**config.mk**
```make
export PLATFORM = sky130hd
export DESIGN_NAME = mecanum_odometry_integrator
export DESIGN_NICKNAME = d
export VERILOG_FILES = /design/src/hw/rtl/moi_pkg.sv /design/src/hw/rtl/mecanum_odometry_integrator.sv
export VERILOG_INCLUDE_DIRS = /design/src /design/src/hw/rtl
export SDC_FILE = /design/constraint.sdc
export NUM_CORES = 2
export LEC_CHECK = 0
export BUFFER_PORTS_ARGS = -buffer_cell sky130_fd_sc_hd__buf_2
export CAP_MARGIN = 40
export CORE_ASPECT_RATIO = 0.9
export CORE_MARGIN = 4
export CORE_UTILIZATION = 50
export CTS_CLUSTER_DIAMETER = 40
export DETAILED_ROUTE_END_ITERATION = 12
export GPL_TIMING_DRIVEN = 0
export PLACE_DENSITY = 0.67
export SETUP_SLACK_MARGIN = 0.5
export SLEW_MARGIN = 20
export SYNTH_ARGS = -nofsm -noshare
export SYNTH_HDL_FRONTEND = slang
export SYNTH_SLANG_ARGS = --single-unit
```
**constraint.sdc**
```tcl
create_clock -name clk -period 12.43 [get_ports clk]
set_input_delay 2.486 -clock clk [delete_from_list [all_inputs] [get_ports clk]]
set_output_delay 2.486 -clock clk [all_outputs]
set_load 0.02 [all_outputs]
```
**src/hw/rtl/mecanum_odometry_integrator_macros.svh**
```systemverilog
// ============================================================================
// Mecanum odometry integrator assertion macros
// Shared property wrappers clocked on clk and disabled while rst_n is low.
// ============================================================================
`ifndef MECANUM_ODOMETRY_INTEGRATOR_MACROS_SVH
`define MECANUM_ODOMETRY_INTEGRATOR_MACROS_SVH

// Consequent must hold in the same cycle as the antecedent.
`define MOI_ASSERT_SAME(label, ante, cons) \
    label: assert property (@(posedge clk) disable iff (!rst_n) (ante) |-> (cons)) \
        else $error("mecanum odometry check failed");

// Consequent must hold in the cycle after the antecedent.
`define MOI_ASSERT_NEXT(label, ante, cons) \
    label: assert property (@(posedge clk) disable iff (!rst_n) (ante) |=> (cons)) \
        else $error("mecanum odometry check failed");

`endif

```
**src/hw/rtl/moi_pkg.sv**
```systemverilog
// ============================================================================
// Mecanum odometry integrator package
// Transaction types, sequencer codes and arithmetic constants.
// ============================================================================
package moi_pkg;

    localparam int SINE_TABLE_BITS = 12;

    // Bit-serial multiplier: a is loaded whole, b is consumed one bit a cycle.
    localparam int MUL_A_W = 48;
    localparam int MUL_B_W = 34;
    localparam int CNT_W   = $clog2(MUL_B_W);

    localparam logic [29:0] SIN_B = 30'd688904866;
    localparam logic [30:0] SIN_A = 31'd1686629713;
    localparam logic [26:0] SIN_C = 27'd76016977;

    localparam logic [46:0] STEP_MAX = {47{1'b1}};
    localparam logic [47:0] POS_MAX  = {1'b0, {47{1'b1}}};
    localparam logic [47:0] POS_MIN  = {1'b1, {47{1'b0}}};

    localparam logic [SINE_TABLE_BITS-1:0] SINE_QUARTER =
        SINE_TABLE_BITS'(1) << (SINE_TABLE_BITS - 2);

    typedef struct packed {
        logic        cmd;
        logic        reads_ok;
        logic [31:0] count_0;
        logic [31:0] count_1;
        logic [31:0] count_2;
        logic [31:0] count_3;
    } in_item_t;

    typedef struct packed {
        logic signed [31:0] pos_x;
        logic signed [31:0] pos_y;
        logic        [31:0] heading;
        logic               updated;
    } out_item_t;

    typedef enum logic [2:0] {
        ST_IDLE,
        ST_SUM,
        ST_LOAD,
        ST_RUN,
        ST_STORE,
        ST_ACC,
        ST_OUT
    } state_t;

    // Products in the order the sequencer forms them.
    typedef enum logic [3:0] {
        OP_FX,
        OP_FY,
        OP_ANG,
        OP_SX2,
        OP_ST1,
        OP_ST2,
        OP_ST3,
        OP_CX2,
        OP_CT1,
        OP_CT2,
        OP_CT3,
        OP_RXC,
        OP_RYS,
        OP_RXS,
        OP_RYC
    } op_t;

endpackage

```
**src/hw/rtl/mecanum_odometry_integrator.sv**
```systemverilog
// An encoder sample is summed, multiplied out, accumulated and then output;
// a reset command or a failed read goes straight to the output state.
// One transaction at a time: the next waits until the last result is registered.
// A single shared bit-serial multiplier forms each of the fifteen products of a
// sample in turn (load, 34 shift-and-add steps, store).
// Reset clears the counts, pose and scales.
// ============================================================================
// Mecanum odometry integrator
// Integrates mecanum wheel encoder counts into an x, y and heading pose.
// ============================================================================
`include "mecanum_odometry_integrator_macros.svh"

module mecanum_odometry_integrator (
    input  logic               clk,
    input  logic               rst_n,
    input  logic               psel,
    input  logic               penable,
    input  logic               pwrite,
    input  logic [2:0]         paddr,
    input  logic [31:0]        pwdata,
    output logic [31:0]        prdata,
    output logic               pready,
    input  logic               in_valid,
    output logic               in_ready,
    input  moi_pkg::in_item_t  in_data,
    output logic               out_valid,
    input  logic               out_ready,
    output moi_pkg::out_item_t out_data
);

    localparam int TB = moi_pkg::SINE_TABLE_BITS;

    moi_pkg::state_t state_reg, state_next;
    moi_pkg::op_t    op_reg, op_next;
    logic [moi_pkg::CNT_W-1:0] bit_cnt_reg, bit_cnt_next;

    logic [31:0] lin_scale_reg, lin_scale_next;
    logic [31:0] turn_scale_reg, turn_scale_next;
    logic [31:0] last_count_reg [4];
    logic [31:0] last_count_next [4];
    logic [47:0] acc_x_reg, acc_x_next;
    logic [47:0] acc_y_reg, acc_y_next;
    logic [31:0] acc_heading_reg, acc_heading_next;
    logic        out_valid_reg, out_valid_next;

    moi_pkg::out_item_t out_data_reg, out_data_next;
    logic        upd_reg, upd_next;
    logic [31:0] delta_reg [4];
    logic [31:0] delta_next [4];
    logic [33:0] sx_reg, sx_next;
    logic [33:0] sy_reg, sy_next;
    logic [33:0] sr_reg, sr_next;
    logic [46:0] fx_mag_reg, fx_mag_next;
    logic        fx_neg_reg, fx_neg_next;
    logic [46:0] fy_mag_reg, fy_mag_next;
    logic        fy_neg_reg, fy_neg_next;
    logic [31:0] dang_reg, dang_next;
    logic [30:0] x_reg, x_next;
    logic [1:0]  quad_reg, quad_next;
    logic [30:0] x2_reg, x2_next;
    logic [30:0] t_reg, t_next;
    logic [30:0] sin_mag_reg, sin_mag_next;
    logic        sin_neg_reg, sin_neg_next;
    logic [30:0] cos_mag_reg, cos_mag_next;
    logic        cos_neg_reg, cos_neg_next;
    logic [49:0] rot_xc_reg, rot_xc_next;
    logic [49:0] rot_ys_reg, rot_ys_next;
    logic [49:0] rot_xs_reg, rot_xs_next;
    logic [49:0] rot_yc_reg, rot_yc_next;
    logic [moi_pkg::MUL_A_W-1:0] mul_a_reg, mul_a_next;
    logic [moi_pkg::MUL_A_W-1:0] mul_hi_reg, mul_hi_next;
    logic [moi_pkg::MUL_B_W-1:0] mul_lo_reg, mul_lo_next;

    // Datapath helpers
    logic [moi_pkg::MUL_A_W:0]                 mul_sum;
    logic [moi_pkg::MUL_A_W+moi_pkg::MUL_B_W-1:0] prod;
    logic [33:0]   sx_abs, sy_abs, sr_abs;
    logic [31:0]   half_ang, mid_ang;
    logic [TB-1:0] base_idx, trig_idx;
    logic [1:0]    trig_quad;
    logic [30:0]   trig_frac, trig_x;
    logic [46:0]   lin_sat;
    logic [47:0]   ang_low, ang_signed;
    logic [47:0]   rot_mag;
    logic [49:0]   rot_pos, rot_negv;
    logic [51:0]   sum_x, sum_y;
    logic [47:0]   new_x, new_y;

    assign pready    = 1'b1;
    assign prdata    = paddr[2] ? turn_scale_reg : lin_scale_reg;
    assign out_valid = out_valid_reg;
    assign out_data  = out_data_reg;

    // One shift-and-add step: add a when the low multiplier bit is set, then shift right.
    assign mul_sum = {1'b0, mul_hi_reg} + (mul_lo_reg[0] ? {1'b0, mul_a_reg} : '0);
    assign prod    = {mul_hi_reg, mul_lo_reg};

    assign sx_abs = sx_reg[33] ? (~sx_reg + 34'd1) : sx_reg;
    assign sy_abs = sy_reg[33] ? (~sy_reg + 34'd1) : sy_reg;
    assign sr_abs = sr_reg[33] ? (~sr_reg + 34'd1) : sr_reg;

    // Midpoint heading and the quarter-wave argument of the sine or cosine.
    assign half_ang  = {dang_reg[31], dang_reg[31:1]};
    assign mid_ang   = acc_heading_reg + half_ang;
    assign base_idx  = mid_ang[31 -: TB];
    assign trig_idx  = (op_reg == moi_pkg::OP_CX2) ? base_idx + moi_pkg::SINE_QUARTER
                                                    : base_idx;
    assign trig_quad = trig_idx[TB-1 -: 2];
    assign trig_frac = {1'b0, trig_idx[TB-3:0], {(32-TB){1'b0}}};
    assign trig_x    = trig_quad[0] ? (31'h4000_0000 - trig_frac) : trig_frac;

    assign lin_sat    = (|prod[81:57]) ? moi_pkg::STEP_MAX : prod[56:10];
    assign ang_low    = prod[47:0];
    assign ang_signed = sr_reg[33] ? (~ang_low + 48'd1) : ang_low;
    assign rot_mag    = prod[77:30];
    assign rot_pos    = {2'b00, rot_mag};
    assign rot_negv   = ~rot_pos + 50'd1;

    assign sum_x = {{4{acc_x_reg[47]}}, acc_x_reg} + {{2{rot_xc_reg[49]}}, rot_xc_reg}
                 - {{2{rot_ys_reg[49]}}, rot_ys_reg};
    assign sum_y = {{4{acc_y_reg[47]}}, acc_y_reg} + {{2{rot_xs_reg[49]}}, rot_xs_reg}
                 + {{2{rot_yc_reg[49]}}, rot_yc_reg};
    assign new_x = (sum_x[51:47] == 5'b00000 || sum_x[51:47] == 5'b11111) ? sum_x[47:0]
                 : (sum_x[51] ? moi_pkg::POS_MIN : moi_pkg::POS_MAX);
    assign new_y = (sum_y[51:47] == 5'b00000 || sum_y[51:47] == 5'b11111) ? sum_y[47:0]
                 : (sum_y[51] ? moi_pkg::POS_MIN : moi_pkg::POS_MAX);

    always_comb
    begin
        state_next       = state_reg;
        op_next          = op_reg;
        bit_cnt_next     = bit_cnt_reg;
        lin_scale_next   = lin_scale_reg;
        turn_scale_next  = turn_scale_reg;
        last_count_next  = last_count_reg;
        acc_x_next       = acc_x_reg;
        acc_y_next       = acc_y_reg;
        acc_heading_next = acc_heading_reg;
        out_valid_next   = out_valid_reg && !out_ready;
        out_data_next    = out_data_reg;
        upd_next         = upd_reg;
        delta_next       = delta_reg;
        sx_next          = sx_reg;
        sy_next          = sy_reg;
        sr_next          = sr_reg;
        fx_mag_next      = fx_mag_reg;
        fx_neg_next      = fx_neg_reg;
        fy_mag_next      = fy_mag_reg;
        fy_neg_next      = fy_neg_reg;
        dang_next        = dang_reg;
        x_next           = x_reg;
        quad_next        = quad_reg;
        x2_next          = x2_reg;
        t_next           = t_reg;
        sin_mag_next     = sin_mag_reg;
        sin_neg_next     = sin_neg_reg;
        cos_mag_next     = cos_mag_reg;
        cos_neg_next     = cos_neg_reg;
        rot_xc_next      = rot_xc_reg;
        rot_ys_next      = rot_ys_reg;
        rot_xs_next      = rot_xs_reg;
        rot_yc_next      = rot_yc_reg;
        mul_a_next       = mul_a_reg;
        mul_hi_next      = mul_hi_reg;
        mul_lo_next      = mul_lo_reg;
        in_ready         = 1'b0;

        if (psel && penable && pwrite) begin
            if (paddr[2]) begin
                turn_scale_next = pwdata;
            end else begin
                lin_scale_next = pwdata;
            end
        end

        case (state_reg)
            moi_pkg::ST_IDLE:
            begin
                in_ready = 1'b1;
                if (in_valid) begin
                    if (in_data.cmd) begin
                        for (int i = 0; i < 4; i++) begin
                            last_count_next[i] = '0;
                        end
                        acc_x_next       = '0;
                        acc_y_next       = '0;
                        acc_heading_next = '0;
                        upd_next         = 1'b1;
                        state_next       = moi_pkg::ST_OUT;
                    end else if (!in_data.reads_ok) begin
                        upd_next   = 1'b0;
                        state_next = moi_pkg::ST_OUT;
                    end else begin
                        delta_next[0] = in_data.count_0 - last_count_reg[0];
                        delta_next[1] = in_data.count_1 - last_count_reg[1];
                        delta_next[2] = in_data.count_2 - last_count_reg[2];
                        delta_next[3] = in_data.count_3 - last_count_reg[3];
                        last_count_next[0] = in_data.count_0;
                        last_count_next[1] = in_data.count_1;
                        last_count_next[2] = in_data.count_2;
                        last_count_next[3] = in_data.count_3;
                        state_next = moi_pkg::ST_SUM;
                    end
                end
            end

            moi_pkg::ST_SUM:
            begin
                sx_next = {{2{delta_reg[1][31]}}, delta_reg[1]}
                        + {{2{delta_reg[2][31]}}, delta_reg[2]}
                        - {{2{delta_reg[0][31]}}, delta_reg[0]}
                        - {{2{delta_reg[3][31]}}, delta_reg[3]};
                sy_next = {{2{delta_reg[0][31]}}, delta_reg[0]}
                        + {{2{delta_reg[1][31]}}, delta_reg[1]}
                        + {{2{delta_reg[2][31]}}, delta_reg[2]}
                        + {{2{delta_reg[3][31]}}, delta_reg[3]};
                sr_next = {{2{delta_reg[1][31]}}, delta_reg[1]}
                        + {{2{delta_reg[3][31]}}, delta_reg[3]}
                        - {{2{delta_reg[0][31]}}, delta_reg[0]}
                        - {{2{delta_reg[2][31]}}, delta_reg[2]};
                op_next    = moi_pkg::OP_FX;
                state_next = moi_pkg::ST_LOAD;
            end

            moi_pkg::ST_LOAD:
            begin
                mul_hi_next  = '0;
                bit_cnt_next = '0;
                case (op_reg)
                    moi_pkg::OP_FX:
                    begin
                        mul_a_next  = {16'd0, lin_scale_reg};
                        mul_lo_next = sx_abs;
                    end
                    moi_pkg::OP_FY:
                    begin
                        mul_a_next  = {16'd0, lin_scale_reg};
                        mul_lo_next = sy_abs;
                    end
                    moi_pkg::OP_ANG:
                    begin
                        mul_a_next  = {16'd0, turn_scale_reg};
                        mul_lo_next = sr_abs;
                    end
                    moi_pkg::OP_SX2, moi_pkg::OP_CX2:
                    begin
                        mul_a_next  = {17'd0, trig_x};
                        mul_lo_next = {3'd0, trig_x};
                        x_next      = trig_x;
                        quad_next   = trig_quad;
                    end
                    moi_pkg::OP_ST1, moi_pkg::OP_CT1:
                    begin
                        mul_a_next  = {21'd0, moi_pkg::SIN_C};
                        mul_lo_next = {3'd0, x2_reg};
                    end
                    moi_pkg::OP_ST2, moi_pkg::OP_CT2:
                    begin
                        mul_a_next  = {17'd0, t_reg};
                        mul_lo_next = {3'd0, x2_reg};
                    end
                    moi_pkg::OP_ST3, moi_pkg::OP_CT3:
                    begin
                        mul_a_next  = {17'd0, t_reg};
                        mul_lo_next = {3'd0, x_reg};
                    end
                    moi_pkg::OP_RXC:
                    begin
                        mul_a_next  = {1'b0, fx_mag_reg};
                        mul_lo_next = {3'd0, cos_mag_reg};
                    end
                    moi_pkg::OP_RYS:
                    begin
                        mul_a_next  = {1'b0, fy_mag_reg};
                        mul_lo_next = {3'd0, sin_mag_reg};
                    end
                    moi_pkg::OP_RXS:
                    begin
                        mul_a_next  = {1'b0, fx_mag_reg};
                        mul_lo_next = {3'd0, sin_mag_reg};
                    end
                    default:
                    begin
                        mul_a_next  = {1'b0, fy_mag_reg};
                        mul_lo_next = {3'd0, cos_mag_reg};
                    end
                endcase
                state_next = moi_pkg::ST_RUN;
            end

            moi_pkg::ST_RUN:
            begin
                mul_hi_next  = mul_sum[moi_pkg::MUL_A_W:1];
                mul_lo_next  = {mul_sum[0], mul_lo_reg[moi_pkg::MUL_B_W-1:1]};
                bit_cnt_next = bit_cnt_reg + 1'b1;
                if (bit_cnt_reg == moi_pkg::CNT_W'(moi_pkg::MUL_B_W - 1)) begin
                    state_next = moi_pkg::ST_STORE;
                end
            end

            moi_pkg::ST_STORE:
            begin
                case (op_reg)
                    moi_pkg::OP_FX:
                    begin
                        fx_mag_next = lin_sat;
                        fx_neg_next = sx_reg[33];
                    end
                    moi_pkg::OP_FY:
                    begin
                        fy_mag_next = lin_sat;
                        fy_neg_next = sy_reg[33];
                    end
                    moi_pkg::OP_ANG:
                    begin
                        dang_next = ang_signed[47:16];
                    end
                    moi_pkg::OP_SX2, moi_pkg::OP_CX2:
                    begin
                        x2_next = prod[60:30];
                    end
                    moi_pkg::OP_ST1, moi_pkg::OP_CT1:
                    begin
                        t_next = {1'b0, moi_pkg::SIN_B} - prod[60:30];
                    end
                    moi_pkg::OP_ST2, moi_pkg::OP_CT2:
                    begin
                        t_next = moi_pkg::SIN_A - prod[60:30];
                    end
                    moi_pkg::OP_ST3:
                    begin
                        sin_mag_next = prod[60:30];
                        sin_neg_next = quad_reg[1];
                    end
                    moi_pkg::OP_CT3:
                    begin
                        cos_mag_next = prod[60:30];
                        cos_neg_next = quad_reg[1];
                    end
                    moi_pkg::OP_RXC:
                    begin
                        rot_xc_next = (fx_neg_reg ^ cos_neg_reg) ? rot_negv : rot_pos;
                    end
                    moi_pkg::OP_RYS:
                    begin
                        rot_ys_next = (fy_neg_reg ^ sin_neg_reg) ? rot_negv : rot_pos;
                    end
                    moi_pkg::OP_RXS:
                    begin
                        rot_xs_next = (fx_neg_reg ^ sin_neg_reg) ? rot_negv : rot_pos;
                    end
                    default:
                    begin
                        rot_yc_next = (fy_neg_reg ^ cos_neg_reg) ? rot_negv : rot_pos;
                    end
                endcase
                if (op_reg == moi_pkg::OP_RYC) begin
                    state_next = moi_pkg::ST_ACC;
                end else begin
                    op_next    = moi_pkg::op_t'(op_reg + 4'd1);
                    state_next = moi_pkg::ST_LOAD;
                end
            end

            moi_pkg::ST_ACC:
            begin
                acc_x_next       = new_x;
                acc_y_next       = new_y;
                acc_heading_next = acc_heading_reg + dang_reg;
                upd_next         = 1'b1;
                state_next       = moi_pkg::ST_OUT;
            end

            moi_pkg::ST_OUT:
            begin
                // Hold here until the output register is free.
                if (!out_valid_reg || out_ready) begin
                    out_valid_next        = 1'b1;
                    out_data_next.pos_x   = acc_x_reg[47:16];
                    out_data_next.pos_y   = acc_y_reg[47:16];
                    out_data_next.heading = acc_heading_reg;
                    out_data_next.updated = upd_reg;
                    state_next            = moi_pkg::ST_IDLE;
                end
            end

            default:
            begin
                state_next = moi_pkg::ST_IDLE;
            end
        endcase
    end

    always_ff @(posedge clk or negedge rst_n)
    begin
        if (!rst_n) begin
            state_reg       <= moi_pkg::ST_IDLE;
            op_reg          <= moi_pkg::OP_FX;
            bit_cnt_reg     <= '0;
            lin_scale_reg   <= '0;
            turn_scale_reg  <= '0;
            for (int i = 0; i < 4; i++) begin
                last_count_reg[i] <= '0;
            end
            acc_x_reg       <= '0;
            acc_y_reg       <= '0;
            acc_heading_reg <= '0;
            out_valid_reg   <= 1'b0;
        end else begin
            state_reg       <= state_next;
            op_reg          <= op_next;
            bit_cnt_reg     <= bit_cnt_next;
            lin_scale_reg   <= lin_scale_next;
            turn_scale_reg  <= turn_scale_next;
            last_count_reg  <= last_count_next;
            acc_x_reg       <= acc_x_next;
            acc_y_reg       <= acc_y_next;
            acc_heading_reg <= acc_heading_next;
            out_valid_reg   <= out_valid_next;
        end
    end

    always_ff @(posedge clk)
    begin
        out_data_reg <= out_data_next;
        upd_reg      <= upd_next;
        delta_reg    <= delta_next;
        sx_reg       <= sx_next;
        sy_reg       <= sy_next;
        sr_reg       <= sr_next;
        fx_mag_reg   <= fx_mag_next;
        fx_neg_reg   <= fx_neg_next;
        fy_mag_reg   <= fy_mag_next;
        fy_neg_reg   <= fy_neg_next;
        dang_reg     <= dang_next;
        x_reg        <= x_next;
        quad_reg     <= quad_next;
        x2_reg       <= x2_next;
        t_reg        <= t_next;
        sin_mag_reg  <= sin_mag_next;
        sin_neg_reg  <= sin_neg_next;
        cos_mag_reg  <= cos_mag_next;
        cos_neg_reg  <= cos_neg_next;
        rot_xc_reg   <= rot_xc_next;
        rot_ys_reg   <= rot_ys_next;
        rot_xs_reg   <= rot_xs_next;
        rot_yc_reg   <= rot_yc_next;
        mul_a_reg    <= mul_a_next;
        mul_hi_reg   <= mul_hi_next;
        mul_lo_reg   <= mul_lo_next;
    end

    // A new transaction is never taken in the cycle after one was accepted.
    `MOI_ASSERT_NEXT(a_no_double_accept, in_valid && in_ready, !in_ready)
    // A finished result that is not yet taken keeps the sequencer parked.
    `MOI_ASSERT_NEXT(a_out_park, state_reg == moi_pkg::ST_OUT && out_valid_reg && !out_ready,
                     state_reg == moi_pkg::ST_OUT)
    // The reset command has zeroed the pose by the cycle after its acceptance.
    `MOI_ASSERT_NEXT(a_cmd_clear, in_valid && in_ready && in_data.cmd,
                     acc_x_reg == '0 && acc_y_reg == '0 && acc_heading_reg == '0)
    // The bit counter stays inside the multiplier operand while it runs.
    `MOI_ASSERT_SAME(a_cnt_range, state_reg == moi_pkg::ST_RUN,
                     bit_cnt_reg < moi_pkg::CNT_W'(moi_pkg::MUL_B_W))

endmodule

```
==> run metrics <==
maximum fanout along the worst path 10; Iter 0 DRT Violations 6144; drt via density 5.979; Slew Limit Fails 0; crit path time final roughly 6500 ps; Port Buffer Count between 200 and 300; root buf cell clkbuf_16; Crit-path slowest cell clkbuf_1; peak supply drop ~0.13 mV; deepest clock path buffer count 3; DR vias between 60000 and 70000; most frequent cells in the layout edfxtp_1, inv_1, nor2_1; Least-Margin Pin Slew about 920 ps; CP max stage delay about 580 ps; ys flop type edfxtp_1; Post-synth EDFFs 923; Hold-fix buffers, CTS 0; CP Launch Type input port; post-synth cell types between 90 and 100; TritonCTS buffer count between 150 and 200; relative slew slack 0.3789; post-CTS setup buffer count 0; post-synthesis cell area approximately 80000 um^2; initial antenna violation count 10; crit-path cells clkbuf_1, clkbuf_1, mux2_2, buf_2; post-synthesis cell count about 7300; register area share after synthesis 0.4524; PD cells 143.8 nW/um^2; GPL Wtd Cong slightly below 1; Pre-antenna DRT Iters 8; crit path DAT 4040 ps; Worst path most repeated cell clkbuf_1; Reg area roughly 36000 um^2; Mean Syn Cell Area approximately 11 um^2; clock sinks approximately 1300; fillers around 13000; endpoints failing setup 0; die area 166000 um^2; number of global-route vias before repair around 60000; DRC Markers 0; antenna violation net count after detailed routing 0; Tcrit/Tclk final 0.5253; leakage 36.99 nW; Site Rows 138; crit path capture type output pin; Area Growth Syn to Fin 15.17%; Clock Skew ~43 ps; die width ~430 um; Die H roughly 390 um; status finished clean; first-pass GRT wire length roughly 380000 um; core area 157800 um^2; CTS tree done; WP data required ~9900 ps; kind of critical path in2out; Hold WC Path Type reg2reg; HPWL after DPL around 200000 um; total gr overflow 0; Total Power around 0.013 W; Nets just under 9000; syn_nets 8268; Hold Fails Final Rpt 0; Worst-path clk slew around 60 ps; asr flop ratio synth 0.2657; wire length per cell about 25 um; minimum hold slack 427.8 ps; Max Cap Viol 0; Synth Warn # 0; I/O pins just over 300; RSZ-0062 raised after global routing false; Max Fclk around 150 MHz; most common cell after layout, fill and taps aside edfxtp_1; flops & latches, synth about 1300; Clk Latency, worst-skew pair just over 800 ps; Multi-input gate area 40530 um^2; final WL 253000 um; starting density of the core 0.5053; largest net degree at the start of global routing 92; post_cts resized 0; GRT Total Usage 0.3001; H-tree depth 4; layout cell share with drive strength beyond 1 0.1221
-- stage by stage --
| step | util | setup TNS, ps | cells | setup slack, ps | instance area [um^2] |
|---|---|---|---|---|---|
| finish | 0.5820 | 0 | 10210 | 5900 | 91840 |
| global route | 0.5818 | 0 | 10200 | 5822 | 91820 |
| CTS | 0.5815 | 0 | 10190 | 5844 | 91770 |
| detailed placement | 0.5405 | 0 | 9846 | 5854 | 85300 |
| global placement | 0.5314 | -20980 | 9744 | -257.0 | 83870 |
| floorplan | - | 0 | 7345 | 2673 | 79750 |
-- kinds of logic (layout without fill, tap and decap cells) --
kind of cell	Yosys count	in the layout	share of synthesized area
and+or+nand+nor	1768	1768	0.1064
adders and majority gates	751	751	0.1463
muxes	109	109	0.01523
xor gates and xnor gates	708	708	0.07776
AOI/OAI and AO/OA	1890	1890	0.1609
DFF	1257	1257	0.4524
other	1	11	0.00004702
buffers and inverters	861	1616	0.04104
-- cell type report --
cell class	instances	area share
diodes	10	0.0002725
flip-flops and latches	1257	0.3928
well taps	2100	0.02861
multi-input cells	5227	0.4413
inverters	580	0.02376
clock buffers	212	0.05309
repair buffers	407	0.03071
plain buffers	281	0.01206
clock inverters	136	0.01741
-- synthesized netlist by cell type (all sizes together), types with 94 or more instances --
cell type	count	area, um^2
and2	94	588.1
mux2	99	1115
edfxtp	923	27720
nand2	484	1817
fa	302	6046
ha	449	5618
clkbuf	233	874.6
xor2	284	2487
nor2	502	1889
a21o	179	1344
a22o	154	1349
a21oi	447	2237
xnor2	424	3714
o21ai	364	1856
nand3	109	545.5
dfrtp	334	8358
nor3	119	600.6
inv	579	2173
-- power by group --
part / total [W] / internal (W) / leakage (nW) / switching, W
clock network: 0.00541 / 0.00328 / 3.10 / 0.00213
registers: 0.00531 / 0.00490 / 12.6 / 0.000411
logic: 0.00248 / 0.000869 / 21.3 / 0.00161
-- final timing paths --
path	startpoint	to	slack, ps	cells after the start
max	paddr[2]	prdata[12]	5900	4
min	upd_reg	out_data[0]	430	0
max reg2reg	acc_x_reg[3]	acc_x_reg[43]	6770	16
min reg2reg	upd_reg	out_data[0]	430	0
max in group asynchronous	rst_n	turn_scale_reg[18]	9320	4
min in group asynchronous	rst_n	acc_heading_reg[5]	1690	2
-- critical path, delay by kind of cell --
family	cells	cell delay (ps)
buffers and inverters	3	1120
muxes	1	430
-- per-layer routing --
metal	routed length (um)	vias to the layer above	global-route usage
met3	22400	483	0.05738
met4	10100	8	0.1104
met2	111400	2655	0.4578
li1	-	27850	-
met1	109000	30050	0.4277
met5	117	-	0
(Power assumes the default switching activity.)
